File: src/mca_pkg.sv
// ---------------------------------------------------------------------------
// mca_pkg: shared types and constants
// Cell kinds, command codes, register indexes, sequencer states and the
// oil-familiar threshold table of the membrane cellular automaton.
// ---------------------------------------------------------------------------
package mca_pkg;

  // Cell kinds
  localparam logic [2:0] KIND_WATER    = 3'd0;
  localparam logic [2:0] KIND_OIL      = 3'd1;
  localparam logic [2:0] KIND_MEMBRANE = 3'd2;
  localparam logic [2:0] KIND_OFAMIL   = 3'd3;
  localparam logic [2:0] KIND_OTHER    = 3'd4;

  // Commands
  localparam logic [1:0] CMD_WRITE = 2'd0;
  localparam logic [1:0] CMD_GEN   = 2'd1;
  localparam logic [1:0] CMD_READ  = 2'd2;

  // Configuration register indexes
  localparam logic [1:0] CFG_WIDTH  = 2'd0;
  localparam logic [1:0] CFG_HEIGHT = 2'd1;
  localparam logic [1:0] CFG_RANGE  = 2'd2;

  // Sequencer states
  typedef enum logic [3:0] {
    ST_CLEAR,
    ST_IDLE,
    ST_RDWAIT,
    ST_COPY,
    ST_COPYEND,
    ST_WIN,
    ST_WDRAIN,
    ST_DECIDE,
    ST_DONE
  } mca_state_t;

  // Write enables toward the two grid memories
  typedef struct packed {
    logic pres_we;
    logic prior_we;
  } mca_wen_t;

  // floor(3 * (2r+1)^2 / 5) for each window radius
  function automatic logic [7:0] ofam_thr(input logic [2:0] r);
    logic [7:0] t;
    begin
      case (r)
        3'd1:    t = 8'd5;
        3'd2:    t = 8'd15;
        3'd3:    t = 8'd29;
        3'd4:    t = 8'd48;
        3'd5:    t = 8'd72;
        3'd6:    t = 8'd101;
        3'd7:    t = 8'd135;
        default: t = 8'd0;
      endcase
      return t;
    end
  endfunction

endpackage

File: src/mca_ctrl.sv
// ---------------------------------------------------------------------------
// mca_ctrl: command sequencer and window counting unit
// Clears the grids after reset, serves cell writes and reads, and runs a
// generation as a copy pass followed by a cell walk that reads one window
// cell per cycle into a shared set of kind counters.
// ---------------------------------------------------------------------------
module mca_ctrl import mca_pkg::*; #(
  parameter int MAX_WIDTH  = 64,
  parameter int MAX_HEIGHT = 64,
  parameter int MAX_RANGE  = 3
) (
  input  logic                                clk,
  input  logic                                rst_n,
  input  logic [$clog2(MAX_WIDTH+1)-1:0]      eff_w,
  input  logic [$clog2(MAX_HEIGHT+1)-1:0]     eff_h,
  input  logic [$clog2(MAX_RANGE+1)-1:0]      eff_r,
  input  logic                                in_valid,
  output logic                                in_stall,
  input  logic [1:0]                          in_command,
  input  logic [5:0]                          in_cell_x,
  input  logic [5:0]                          in_cell_y,
  input  logic [2:0]                          in_write_kind,
  output logic                                out_valid,
  input  logic                                out_stall,
  output logic [2:0]                          out_read_kind,
  output mca_wen_t                            wen,
  output logic [$clog2(MAX_WIDTH)+$clog2(MAX_HEIGHT)-1:0] pres_waddr,
  output logic [2:0]                          pres_wdata,
  output logic [$clog2(MAX_WIDTH)+$clog2(MAX_HEIGHT)-1:0] pres_raddr,
  input  logic [2:0]                          pres_rdata,
  output logic [$clog2(MAX_WIDTH)+$clog2(MAX_HEIGHT)-1:0] prior_waddr,
  output logic [2:0]                          prior_wdata,
  output logic [$clog2(MAX_WIDTH)+$clog2(MAX_HEIGHT)-1:0] prior_raddr,
  input  logic [2:0]                          prior_rdata
);

  localparam int XW = $clog2(MAX_WIDTH);
  localparam int YW = $clog2(MAX_HEIGHT);
  localparam int WW = $clog2(MAX_WIDTH+1);
  localparam int HW = $clog2(MAX_HEIGHT+1);
  localparam int RW = $clog2(MAX_RANGE+1);
  localparam int AW = XW + YW;
  localparam int SW = $clog2(2*MAX_RANGE+2);
  localparam int NW = $clog2((2*MAX_RANGE+1)*(2*MAX_RANGE+1)+1);
  localparam int TW = NW + 1;

  mca_state_t state_r, state_nxt;

  logic [AW-1:0] addr_r;
  logic          cp_v_r;
  logic [AW-1:0] cp_a_r;
  logic [XW-1:0] cx_r, wx_r;
  logic [YW-1:0] cy_r, wy_r;
  logic [SW-1:0] i_r, j_r;
  logic          tag_v_r, tag_c_r;
  logic [NW-1:0] cnt_w_r, cnt_o_r, cnt_m_r, cnt_f_r;
  logic [2:0]    prev_r;
  logic [2:0]    res_r;
  logic          out_valid_r;
  logic [2:0]    out_kind_r;

  // Start column of a window: c - r wrapped into the grid width.
  function automatic logic [XW-1:0] start_x(input logic [XW-1:0] c);
    logic [WW:0] cw, rw;
    begin
      cw = (WW+1)'(c);
      rw = (WW+1)'(eff_r);
      if (cw >= rw) start_x = XW'(cw - rw);
      else          start_x = XW'(cw + (WW+1)'(eff_w) - rw);
    end
  endfunction

  function automatic logic [YW-1:0] start_y(input logic [YW-1:0] c);
    logic [HW:0] cw, rw;
    begin
      cw = (HW+1)'(c);
      rw = (HW+1)'(eff_r);
      if (cw >= rw) start_y = YW'(cw - rw);
      else          start_y = YW'(cw + (HW+1)'(eff_h) - rw);
    end
  endfunction

  // Handshake and command decode
  logic          accept;
  logic          cell_in_grid;
  logic [AW-1:0] in_addr;
  logic [2:0]    in_kind;
  logic          out_load;

  assign in_stall     = (state_r != ST_IDLE);
  assign accept       = in_valid && !in_stall;
  assign cell_in_grid = (16'(in_cell_x) < 16'(eff_w)) && (16'(in_cell_y) < 16'(eff_h));
  assign in_addr      = {YW'(in_cell_y), XW'(in_cell_x)};
  assign in_kind      = (in_write_kind > KIND_OTHER) ? KIND_OTHER : in_write_kind;
  assign out_load     = (state_r == ST_DONE) && (!out_valid_r || !out_stall);

  // Grid geometry and thresholds
  logic [XW-1:0] last_x;
  logic [YW-1:0] last_y;
  logic [SW-1:0] last_i;
  logic [SW-1:0] r_s;
  logic          win_end_row, win_end;
  logic          cell_end_row, cell_end;

  assign last_x       = XW'(eff_w - 1'b1);
  assign last_y       = YW'(eff_h - 1'b1);
  assign r_s          = SW'(eff_r);
  assign last_i       = SW'({r_s, 1'b0});
  assign win_end_row  = (i_r == last_i);
  assign win_end      = win_end_row && (j_r == last_i);
  assign cell_end_row = (cx_r == last_x);
  assign cell_end     = cell_end_row && (cy_r == last_y);

  logic [TW-1:0] r_t, side_t, thr_change, thr_mmax, thr_two_r, thr_ofam;
  assign r_t        = TW'(eff_r);
  assign side_t     = TW'({r_t, 1'b0}) + TW'(1);
  assign thr_two_r  = TW'({r_t, 1'b0});
  assign thr_change = TW'(r_t * side_t) + thr_two_r;
  assign thr_mmax   = thr_two_r + r_t + TW'(1);
  assign thr_ofam   = TW'(ofam_thr(3'(eff_r)));

  // Rule evaluation on the finished window counts
  logic [TW-1:0] oily, diff;
  logic [2:0]    new_kind;

  always_comb begin
    oily = TW'(cnt_o_r) + TW'(cnt_f_r);
    diff = (TW'(cnt_w_r) > oily) ? TW'(cnt_w_r) - oily : oily - TW'(cnt_w_r);
    new_kind = prev_r;
    if (cnt_m_r != '0 && TW'(cnt_m_r) < thr_mmax && diff <= thr_two_r) begin
      new_kind = KIND_MEMBRANE;
    end else if (cnt_f_r != '0 && TW'(cnt_f_r) < thr_two_r
                 && TW'(cnt_o_r) > thr_ofam) begin
      new_kind = KIND_OFAMIL;
    end else begin
      case (prev_r)
        KIND_WATER:    if (oily >= thr_change) new_kind = KIND_OIL;
        KIND_OIL:      if (TW'(cnt_w_r) >= thr_change) new_kind = KIND_WATER;
        KIND_MEMBRANE: new_kind = (TW'(cnt_w_r) > oily) ? KIND_WATER : KIND_OIL;
        KIND_OFAMIL:   new_kind = KIND_OIL;
        default:       new_kind = prev_r;
      endcase
    end
  end

  // Next state
  always_comb begin
    state_nxt = state_r;
    unique case (state_r)
      ST_CLEAR:   if (addr_r == '1) state_nxt = ST_IDLE;
      ST_IDLE: begin
        if (accept) begin
          if (in_command == CMD_GEN) state_nxt = ST_COPY;
          else if (in_command == CMD_READ && cell_in_grid) state_nxt = ST_RDWAIT;
          else state_nxt = ST_DONE;
        end
      end
      ST_RDWAIT:  state_nxt = ST_DONE;
      ST_COPY:    if (addr_r == '1) state_nxt = ST_COPYEND;
      ST_COPYEND: state_nxt = ST_WIN;
      ST_WIN:     if (win_end) state_nxt = ST_WDRAIN;
      ST_WDRAIN:  state_nxt = ST_DECIDE;
      ST_DECIDE:  state_nxt = cell_end ? ST_DONE : ST_WIN;
      ST_DONE:    if (out_load) state_nxt = ST_IDLE;
      default:    state_nxt = ST_CLEAR;
    endcase
  end

  // Memory port control
  always_comb begin
    wen.pres_we  = 1'b0;
    wen.prior_we = cp_v_r;
    pres_waddr   = in_addr;
    pres_wdata   = in_kind;
    pres_raddr   = in_addr;
    prior_waddr  = cp_a_r;
    prior_wdata  = pres_rdata;
    prior_raddr  = {wy_r, wx_r};
    unique case (state_r)
      ST_CLEAR: begin
        wen.pres_we  = 1'b1;
        wen.prior_we = 1'b1;
        pres_waddr   = addr_r;
        pres_wdata   = KIND_WATER;
        prior_waddr  = addr_r;
        prior_wdata  = KIND_WATER;
      end
      ST_IDLE:   wen.pres_we = accept && (in_command == CMD_WRITE) && cell_in_grid;
      ST_COPY:   pres_raddr = addr_r;
      ST_DECIDE: begin
        wen.pres_we = 1'b1;
        pres_waddr  = {cy_r, cx_r};
        pres_wdata  = new_kind;
      end
      default: ;
    endcase
  end

  // Sequencer registers
  always_ff @(posedge clk) begin
    if (!rst_n) begin
      state_r     <= ST_CLEAR;
      addr_r      <= '0;
      cp_v_r      <= 1'b0;
      tag_v_r     <= 1'b0;
      out_valid_r <= 1'b0;
    end else begin
      state_r <= state_nxt;
      cp_v_r  <= (state_r == ST_COPY);
      tag_v_r <= (state_r == ST_WIN);
      if (state_r == ST_CLEAR || state_r == ST_COPY) addr_r <= addr_r + 1'b1;
      else addr_r <= '0;
      if (out_load) out_valid_r <= 1'b1;
      else if (!out_stall) out_valid_r <= 1'b0;
    end
  end

  // Datapath registers: cell walk, window walk, counters and result
  always_ff @(posedge clk) begin
    cp_a_r  <= addr_r;
    tag_c_r <= (i_r == r_s) && (j_r == r_s);
    if (out_load) out_kind_r <= res_r;

    // Accumulate the window cell that the memory returned.
    if (tag_v_r) begin
      case (prior_rdata)
        KIND_WATER:    cnt_w_r <= cnt_w_r + 1'b1;
        KIND_OIL:      cnt_o_r <= cnt_o_r + 1'b1;
        KIND_MEMBRANE: cnt_m_r <= cnt_m_r + 1'b1;
        KIND_OFAMIL:   cnt_f_r <= cnt_f_r + 1'b1;
        default: ;
      endcase
      if (tag_c_r) prev_r <= prior_rdata;
    end

    unique case (state_r)
      ST_IDLE: res_r <= KIND_WATER;
      ST_RDWAIT: res_r <= pres_rdata;
      ST_COPYEND: begin
        cx_r    <= '0;
        cy_r    <= '0;
        wx_r    <= start_x('0);
        wy_r    <= start_y('0);
        i_r     <= '0;
        j_r     <= '0;
        cnt_w_r <= '0;
        cnt_o_r <= '0;
        cnt_m_r <= '0;
        cnt_f_r <= '0;
      end
      ST_WIN: begin
        if (win_end_row) begin
          i_r  <= '0;
          j_r  <= j_r + 1'b1;
          wx_r <= start_x(cx_r);
          wy_r <= (wy_r == last_y) ? '0 : wy_r + 1'b1;
        end else begin
          i_r  <= i_r + 1'b1;
          wx_r <= (wx_r == last_x) ? '0 : wx_r + 1'b1;
        end
      end
      ST_DECIDE: begin
        i_r     <= '0;
        j_r     <= '0;
        cnt_w_r <= '0;
        cnt_o_r <= '0;
        cnt_m_r <= '0;
        cnt_f_r <= '0;
        if (cell_end_row) begin
          cx_r <= '0;
          wx_r <= start_x('0);
          cy_r <= cy_r + 1'b1;
          wy_r <= start_y(cy_r + 1'b1);
        end else begin
          cx_r <= cx_r + 1'b1;
          wx_r <= start_x(cx_r + 1'b1);
          wy_r <= start_y(cy_r);
        end
      end
      default: ;
    endcase
  end

  assign out_valid     = out_valid_r;
  assign out_read_kind = out_kind_r;

endmodule

File: config.mk
export PLATFORM = sky130hd
export DESIGN_NAME = mca_ctrl
export DESIGN_NICKNAME = d
export VERILOG_FILES = /design/src/mca_pkg.sv /design/src/mca_ctrl.sv
export SDC_FILE = /design/constraint.sdc
export NUM_CORES = 1
export LEC_CHECK = 0
export ABC_AREA = 0
export BUFFER_PORTS_ARGS = -buffer_cell sky130_fd_sc_hd__buf_2
export CORE_MARGIN = 1.5
export CORE_UTILIZATION = 45
export CTS_CLUSTER_DIAMETER = 60
export DETAILED_ROUTE_END_ITERATION = 16
export PLACE_DENSITY = 0.71
export SYNTH_ARGS = -nofsm -noshare
export SYNTH_HDL_FRONTEND = slang
export SYNTH_SLANG_ARGS = --single-unit
File: constraint.sdc
create_clock -name clk -period 5 [get_ports clk]
set_input_delay 0.25 -clock clk [delete_from_list [all_inputs] [get_ports clk]]
set_output_delay 0.25 -clock clk [all_outputs]
set_load 0.005 [all_outputs]
==> flow_metrics.py, run 1 <==
metrics = {
    "final_layout": {
        "syn2layout_area_growth_pct": 15.7,
        "antenna_cells": 0,
        "post-route-util": 0.535,
        "stdcell_area_um2": 10500,
        "drive_gt1_frac": 0.186,
        "fin_cells": 1434,
        "nets": 1333,
    },
    "floorplanning": {
        "die_h_um": 145,
        "design.core.area_um2": 19600,
        "die_area_um2": 21000,
        "ios": 104,
        "start_util": 0.462,
        "rows": 51,
        "die_x_um": 145,
    },
    "routing": {
        "viasPerCell": 5.60,
        "routed-via-count": 8024,
        "wl_per_cell_um": 17.2,
        "routed_wl_um": 24700,
        "drtPass1Iterations": 5,
        "postRouteAntennaNets": 0,
        "drc_errors": 0,
        "drt_iter0_markers": 419,
    },
    "synthesis": {
        "syn_inst": 1057,
        "synth_nets": 1226,
        "synth_top_area_cell": "ha_1",
        "yosys.area_share.adder": 0.188,
        "synthSimpleGateAreaFrac": 0.192,
        "synthMuxAreaShare": 0.0319,
        "synth-seq-area-share": 0.253,
        "synth_xor_area_frac": 0.132,
        "synth_compound_gate_area_share": 0.148,
        "synthTopCellsByArea": "ha_1, edfxtp_1, dfxtp_1",
        "synth_edf_count": 39,
        "ys.flop_type": "dfxtp_1",
        "ys_ff_latch": 95,
        "yosysUniqueCellTypes": 81,
        "synthTopCellsByCount": "ha_1, nor2_1, nand2_1",
        "synth_top_family_by_area": "simple AND/OR/NAND/NOR gates",
        "yosysWarnings": 0,
        "synth_top_area_frac": 0.151,
        "synth_most_common_cell": "ha_1",
        "synth_area_um2": 9060,
        "ys_async_sr_fraction": 0,
        "syn_avg_cell_area_um2": 8.57,
    },
    "critical_path": {
        "slowest_stage": "dfxtp_1",
        "cp.depth": 20,
        "crit_chain": "ha_2 -> nor3b_1 -> o21a_1 -> nor3_2 -> inv_2 -> ha_4 -> nand3_1 -> mux2_2 -> o211ai_1 -> and2_4 -> mux2i_2 -> xor2_1 -> ha_1 -> nor2b_4 -> o21ai_2 -> nand2_2 -> a2111o_1 -> o31a_1 -> a32o_1 -> buf_2",
        "crit_required_ns": 4.75,
        "r2r_cells": 11,
        "worstPathMaxFanout": 8,
        "critical_path_class": "flip-flop to output pin",
        "slowest_delay_ns": 0.39,
        "cp_num_buf_inv": 2,
        "critPathTopFamily": "compound AO/OA/AOI/OAI gates",
        "worstSetupStartpointType": "flip-flop",
        "crit_path_end_kind": "output pin",
        "cp.arrival_ns": 4.70,
    },
    "pwr": {
        "powerDensity_nw_per_um2": 206,
        "ir_worst_vdd_mv": 0.172,
        "leakagePower_uw": 0.00470,
    },
    "timing": {
        "setup_viol": 0,
        "max_freq_ghz": 0.202,
        "finClkSkew_ns": 0.00866,
        "rsz0062_at_grt": "yes",
        "finalCritPeriodShare": 0.990,
        "hold_viol_final": 0,
        "min_period_ns": 4.95,
        "max-slew-margin-rel": 0.406,
        "worst_pin_slew_ns": 0.889,
        "maxSlewViolCount": 0,
    },
    "place": {
        "dp_hpwl_um": 19300,
        "placed_cell_area_um2": 9910,
        "dpl.cell_count": 1411,
        "portBuffers": 103,
        "gp_congestion": 0.883,
    },
    "global_route": {
        "grt_usage": 0.237,
        "globalRouteOverflowTotal": 0,
        "grt_pass1_wl_um": 38900,
        "grt_pass1_vias": 7699,
        "grt_max_degree": 37,
        "antenna_found_initial": 0,
    },
    "clock_tree": {
        "cts_buffers": 9,
        "cts_hold_buf": 0,
        "numClockSinks": 95,
        "clock_path_buffers": 2,
        "clock_latency_ns": 0.36,
        "cts_tree": "built",
        "htreeDepth": 3,
        "clk_pin_slew_ns": 0.07,
        "root_buffer": "clkbuf_16",
    },
    "flow_run": {
        "cap_viol_max_count": 0,
    },
    "hold_path": {
        "whs_path_depth": 1,
        "hold_path.class": "input port to flip-flop",
    },
    "run_status": {
        "status": "finished clean",
    },
}
==> sequential cells by signal, indices dropped and copies added (netlist names), 4 cells and up <==
name     flops
cnt_o_r      6
cx_r         6
cy_r         6
cnt_f_r      6
wy_r         6
cnt_w_r      6
state_r      4
wx_r         6
addr_r      12
cnt_m_r      6
cp_a_r      12
==> worst register-to-register path: cells and delay by family, from the launching register on <==
family	cells	cell delay, ns
AOI/OAI and AO/OA	3	0.51
adders and majority gates	2	0.59
buffers and inverters	2	0.22
DFF	1	0.55
muxes	1	0.26
and+or+nand+nor	3	1.04
==> metrics by stage <==
stage | setup slack [ns] | total power (uW) | setup TNS [ns] | hold WS (ns)
2_1_floorplan | 0.0978 | 1260 | 0 | 0.329
3_3_place_gp | 0.0689 | 1440 | 0 | 0.401
3_5_place_dp | -0.0606 | 1450 | -0.0606 | 0.405
4_1_cts | -0.0225 | 2140 | -0.0225 | 0.103
5_1_grt | -0.216 | 2280 | -0.451 | 0.110
6_report | 0.0516 | 2160 | 0 | 0.111
==> layer usage <==
layer | up-vias | part of all wire | GRT usage
met3 | 31 | 0.039 | 0.0234
li1 | 3912 | - | -
met5 | - | 0 | 0
met4 | 0 | 0.023 | 0.0893
met2 | 178 | 0.49 | 0.388
met1 | 3903 | 0.45 | 0.323
==> area by class of cell <==
type / count / area, um^2
inverter: 93 / 349
timing repair buffer: 128 / 703
multi-input combinational: 837 / 6500
clock buffer: 9 / 225
tap: 265 / 332
clock inverter: 7 / 60.1
sequential: 95 / 2300
fill: 1841 / 9110
==> cell families (layout without fill, tap and decap cells) <==
kind of cell	count (synthesis)	in the layout
AND/OR/NAND/NOR	356	356
multiplexers	27	27
adder cells (fa/ha/maj)	126	126
flip-flops	95	95
XOR/XNOR	131	131
AO/OA/AOI/OAI	197	197
buffers and inverters	125	237
==> report_power, final <==
group	leakage (uW)	switching, uW	internal (uW)	total, uW
logic	0.00374	344	274	618
registers	0.000816	28.7	827	856
clock network	0.000139	336	348	684
total	0.00470	709	1450	2160
==> final timing paths <==
| kind | start | endpoint | slack, ns |
|---|---|---|---|
| worst max-delay path | cnt_f_r[5] | pres_wdata[2] | 0.05 |
| worst min-delay path | prior_rdata[2] | prev_r[2] | 0.11 |
| worst max register to register | cy_r[0] | wy_r[1] | 1.56 |
| worst min register to register | res_r[1] | out_read_kind[1] | 0.43 |
==> what timing repair did <==
action,in CTS,in global routing
pin swaps,7,10
setup endpoints to repair,3,3
gates resized for setup,11,38
buffers inserted,3,4
==> cell usage in the layout, fill, tap and decap left out, drive strengths merged, types with 8 or more instances in the layout <==
cell type    n
a211o       10
mux2i       12
xor2        50
xnor2       79
nand3       38
inv         97
nand2b      13
a22oi       16
nand4        8
mux2        15
fa          17
buf        128
and3        13
ha         109
and2        10
a21oi       48
edfxtp      39
clkbuf       9
nor2       104
nor2b       13
a211oi      24
nor3        24
dfxtp       56
o21ai       33
a21o        14
nand2      100
No activity file was read; power rests on OpenSTA's default activity.
==> run 2, diff against run 1 <==
Settings changed: CAP_MARGIN from default to 25, PLACE_DENSITY 0.71 to 0.68.
Clock period 5 ns to 5.4 ns, I/O delays scaled along.
==> run 2 against run 1 <==
Effect of this change: sequential share of layout area rose by 0.31 points; via count is 1.0% lower; register-to-register slack improved by 0.37 ns.
==> flow_metrics.py, run 2 (same netlist as run 1, synthesis figures left out) <==
metrics = {
    "run_status": {
        "status": "finished clean",
    },
    "routing": {
        "viasPerCell": 5.58,
        "drtPass1Iterations": 5,
        "routed_wl_um": 24100,
        "drc_errors": 0,
        "drt_iter0_markers": 417,
        "routed-via-count": 7942,
        "postRouteAntennaNets": 0,
        "wl_per_cell_um": 16.9,
    },
    "clock_tree": {
        "clock_latency_ns": 0.36,
        "clk_pin_slew_ns": 0.07,
        "root_buffer": "clkbuf_16",
        "htreeDepth": 3,
        "numClockSinks": 95,
        "cts_buffers": 9,
        "cts_tree": "built",
        "cts_hold_buf": 0,
        "clock_path_buffers": 2,
    },
    "timing": {
        "min_period_ns": 5.18,
        "hold_viol_final": 0,
        "maxSlewViolCount": 0,
        "max_freq_ghz": 0.193,
        "hold_ws_ns": 0.106,
        "finalCritPeriodShare": 0.959,
        "setup_viol": 0,
        "finClkSkew_ns": 0.0112,
        "max-slew-margin-rel": 0.320,
        "worst_pin_slew_ns": 1.01,
    },
    "global_route": {
        "grt_pass1_wl_um": 37600,
        "grt_usage": 0.230,
        "grt_pass1_vias": 7396,
        "globalRouteOverflowTotal": 0,
        "antenna_found_initial": 0,
        "grt_max_degree": 37,
    },
    "final_layout": {
        "largestRegisters": "addr_r: 12 flops, cp_a_r: 12 flops",
        "antenna_cells": 0,
        "fin_cells": 1424,
        "nets": 1323,
        "drive_gt1_frac": 0.167,
        "syn2layout_area_growth_pct": 14.2,
        "final_cell_mix": "ha_1, buf_2, nor2_1, nand2_1, inv_1",
    },
    "critical_path": {
        "reg2reg_slack_ns": 1.93,
        "worstPathMaxFanout": 7,
        "crit_required_ns": 5.13,
        "endpoint": "pres_wdata[2]",
        "critPathLaunch": "cnt_f_r[0]",
        "r2r_cells": 11,
        "cp.arrival_ns": 4.91,
        "worstSetupStartpointType": "flip-flop",
        "slowest_delay_ns": 0.48,
        "slowest_stage": "fa_2",
        "crit_chain": "ha_4 -> fa_2 -> a211o_1 -> nand2_2 -> and2_4 -> ha_4 -> and3_4 -> and4_1 -> a211oi_2 -> and2_4 -> mux2i_2 -> xor2_1 -> ha_1 -> nor2b_1 -> o21ai_1 -> nand2_1 -> a2111o_1 -> o31a_1 -> a32o_1 -> buf_2",
        "critical_path_class": "flip-flop to output pin",
        "crit_path_end_kind": "output pin",
        "rr_startpoint": "cy_r[0]",
        "timing.rr.end": "wy_r[1]",
    },
    "floorplanning": {
        "rows": 51,
        "start_util": 0.462,
        "design.core.area_um2": 19600,
        "ios": 104,
        "die_x_um": 145,
        "die_area_um2": 21000,
        "die_h_um": 145,
    },
    "place": {
        "dp_hpwl_um": 18400,
        "portBuffers": 103,
        "gp_congestion": 0.891,
        "dpl.cell_count": 1399,
    },
    "pwr": {
        "finalPower_uw": 2000,
        "leakagePower_uw": 0.00464,
        "ir_worst_vdd_mv": 0.155,
        "powerDensity_nw_per_um2": 193,
    },
    "hold_path": {
        "hold_path.class": "input port to flip-flop",
    },
    "flow_run": {
        "cap_viol_max_count": 0,
    },
}
run 2: cell types whose count changed in the layout (fill, tap and decap cells not counted), moves of 2 or more:
cell / delta
nor2_1: +2
o21ai_1: +2
ha_4: -2
buf_4: -10
ha_1: +3
run 2: how the worst min path moves through the flow:
stage / startpoint / cells after the start / slack, ns / endpoint
after global placement: res_r[0] / 0 / 0.40 / out_read_kind[0]
after floorplan: addr_r[2] / 0 / 0.33 / cp_a_r[2]
final: prior_rdata[2] / 1 / 0.11 / prev_r[2]
after global routing: prior_rdata[2] / 1 / 0.10 / prev_r[2]
after CTS: prior_rdata[2] / 1 / 0.1 / prev_r[2]
after detailed placement: res_r[1] / 0 / 0.41 / out_read_kind[1]
run 2: final cells by class:
type | count | area [um^2]
clock inverters | 6 | 50.0
inverters | 93 | 349
flip-flops and latches | 95 | 2300
clock buffers | 10 | 250
repair buffers | 118 | 628
fillers | 1839 | 9250
well taps | 265 | 332
multi-input cells | 837 | 6430
run 2: critical path, delay by kind of cell (launching register included):
kind / cells / cell delay, ns
XOR/XNOR: 1 / 0.17
buffers and inverters: 1 / 0.12
adder cells (fa/ha/maj): 4 / 1.11
AO/OA/AOI/OAI: 6 / 1.56
flip-flops: 1 / 0.36
multiplexers: 1 / 0.22
AND/OR/NAND/NOR: 7 / 1.01
run 2: repair_timing:
item | CTS | global route
gates resized for setup | 7 | 28
setup endpoints to repair | 3 | 3
gates cloned | 0 | 0
buffers inserted | 0 | 9
endpoints found under the hold margin | 0 | 0
pin swaps | 0 | 15
run 2: where the power goes:
part	switching (uW)	internal, uW	total (uW)
Clock	311	348	658
Combinational	304	241	545
Sequential	27.4	766	793
run 2: metrics by stage:
| step | area, um^2 | setup WS (ns) | util | setup TNS [ns] |
|---|---|---|---|---|
| after global routing | 10300 | -0.0417 | 0.528 | -0.0460 |
| after global placement | 9820 | 0.246 | 0.501 | 0 |
| final | 10300 | 0.220 | 0.528 | 0 |
| after floorplan | 9060 | 0.478 | - | 0 |
| after CTS | 10200 | 0.0198 | 0.518 | 0 |
| after detailed placement | 9820 | 0.132 | 0.501 | 0 |
run 2: per-layer routing:
layer  GRT usage  vias to the layer above  part of all wire
met2       0.383                      217              0.47
met4      0.0739                        0             0.022
met5           0                        -                 0
met1       0.309                     3793              0.46
li1            -                     3891                 -
met3      0.0280                       41             0.041
==> run 3, diff against run 2 <==
Settings changed: PLACE_DENSITY 0.68 to default, PLACE_DENSITY_LB_ADDON from default to 0.25.
==> run 3 against run 2 <==
Effect of this change: hold slack better by 0.034 ns; combinational power shrank 0.9%; first-iteration DRC count rose by 15%; count of clock-buffer cells in the layout did not move; largest power group unchanged.
==> flow_metrics.py, run 3 (same netlist as run 1, synthesis figures left out) <==
metrics = {
    "run_status": {
        "status": "finished clean",
    },
    "place": {
        "dp_hpwl_um": 18600,
        "placed_cell_area_um2": 9820,
        "portBuffers": 103,
        "gp_congestion": 0.883,
    },
    "floorplanning": {
        "die_h_um": 145,
        "die_x_um": 145,
        "rows": 51,
        "start_util": 0.462,
        "die_area_um2": 21000,
        "design.core.area_um2": 19600,
        "ios": 104,
    },
    "hold_path": {
        "whs_path_depth": 1,
        "worstHoldStart": "prior_rdata[2]",
        "hold_path.class": "input port to flip-flop",
        "hold_path_end": "prev_r[2]",
    },
    "timing": {
        "finalCritPeriodShare": 0.963,
        "setup_viol": 0,
        "max-slew-margin-rel": 0.322,
        "min_period_ns": 5.20,
        "tns_ns": 0,
        "finClkSkew_ns": 0.0104,
        "maxSlewViolCount": 0,
        "hold_ws_ns": 0.141,
        "max_freq_ghz": 0.192,
        "worst_pin_slew_ns": 1.01,
        "rsz0062_at_grt": "no",
        "hold_viol_final": 0,
    },
    "routing": {
        "postRouteAntennaNets": 0,
        "routed-via-count": 7767,
        "drt_iter0_markers": 480,
        "viasPerCell": 5.48,
        "drc_errors": 0,
        "drtPass1Iterations": 5,
        "routed_wl_um": 23800,
        "wl_per_cell_um": 16.8,
    },
    "global_route": {
        "antenna_found_initial": 0,
        "globalRouteOverflowTotal": 0,
        "grt_pass1_vias": 7455,
        "grt_max_degree": 31,
        "grt_pass1_wl_um": 38000,
        "grt_usage": 0.233,
    },
    "final_layout": {
        "antenna_cells": 0,
        "syn2layout_area_growth_pct": 13.2,
        "stdcell_area_um2": 10200,
        "drive_gt1_frac": 0.155,
        "num-fill-cells": 1897,
        "seqCellArea_um2": 2300,
        "nets": 1316,
        "layout_commonest_cell": "ha_1",
        "final_cell_mix": "ha_1, buf_2, nor2_1, nand2_1, inv_1",
        "post-route-util": 0.523,
        "largestRegisters": "addr_r: 12 flops, cp_a_r: 12 flops",
        "multi_input_area_um2": 6350,
    },
    "clock_tree": {
        "clock_latency_ns": 0.36,
        "numClockSinks": 95,
        "clock_path_buffers": 2,
        "root_buffer": "clkbuf_16",
        "cts_buffers": 9,
        "htreeDepth": 3,
        "clk_pin_slew_ns": 0.07,
        "cts_tree": "built",
    },
    "pwr": {
        "leakagePower_uw": 0.00462,
        "powerDensity_nw_per_um2": 203,
        "ir_worst_vdd_mv": 0.145,
    },
    "critical_path": {
        "critPathLaunch": "cnt_o_r[0]",
        "crit_required_ns": 5.13,
        "reg2reg_slack_ns": 1.95,
        "r2r_cells": 11,
        "worstSetupStartpointType": "flip-flop",
        "crit_path_end_kind": "output pin",
        "cp.arrival_ns": 4.93,
        "timing.rr.end": "wy_r[1]",
        "critical_path_class": "flip-flop to output pin",
        "rr_startpoint": "cy_r[0]",
        "worstPathMaxFanout": 7,
    },
    "flow_run": {
        "cap_viol_max_count": 0,
    },
}
==> run 3: critical path, cell delays in order, from the launching register on <==
cell,delay [ns]
dfxtp_2,0.35
ha_2,0.22
fa_2,0.43
a211oi_2,0.29
o21bai_2,0.11
and2_1,0.19
ha_4,0.24
and3_1,0.15
and4_1,0.21
a211oi_2,0.18
and2_4,0.21
mux2i_2,0.22
xor2_1,0.17
ha_1,0.26
nor2b_1,0.13
o21ai_0,0.13
nand2_1,0.11
a2111o_1,0.32
o31a_1,0.28
a32o_1,0.26
buf_2,0.12
==> run 3: routing by layer <==
layer,GRT usage,share of wire
met3,0.0378,0.044
met5,0,0
met4,0.0659,0.020
met2,0.384,0.47
met1,0.315,0.47
==> run 3: power by group <==
group	internal, uW	switching [uW]	total, uW
Sequential	767	27.3	794
Combinational	238	302	540
Clock	457	295	752
==> run 3: layout make-up <==
type | instances | share of cell area
Multi-Input combinational cell | 837 | 0.620
Sequential cell | 95 | 0.224
Timing Repair Buffer | 111 | 0.0562
Inverter | 93 | 0.0341
Tap cell | 265 | 0.0324
Clock buffer | 10 | 0.0223
Clock inverter | 6 | 0.0112
==> run 3: worst max path at each step <==
stage / to / cells past startpoint / slack (ns)
2_1_floorplan: pres_wdata[2] / 19 / 0.48
3_3_place_gp: pres_wdata[2] / 20 / 0.24
3_5_place_dp: pres_wdata[2] / 20 / 0.11
4_1_cts: pres_wdata[2] / 20 / 0.03
5_1_grt: pres_wdata[2] / 20 / 0.002
6_report: pres_wdata[2] / 20 / 0.20
==> run 3: what timing repair did <==
action | 4_1_cts | 5_1_grt
endpoints found under the setup margin | 3 | 3
setup buffers | 0 | 1
pin swaps | 0 | 7
hold buffers | 0 | 0
gates resized for setup | 7 | 13
==> run 3: stage by stage <==
stage | std cells | setup WS (ns) | power, uW
2_1_floorplan | 1057 | 0.478 | 1170
3_3_place_gp | 1400 | 0.237 | 1330
3_5_place_dp | 1400 | 0.108 | 1340
4_1_cts | 1416 | 0.0269 | 2100
5_1_grt | 1417 | 0.00158 | 2200
6_report | 1417 | 0.197 | 2090
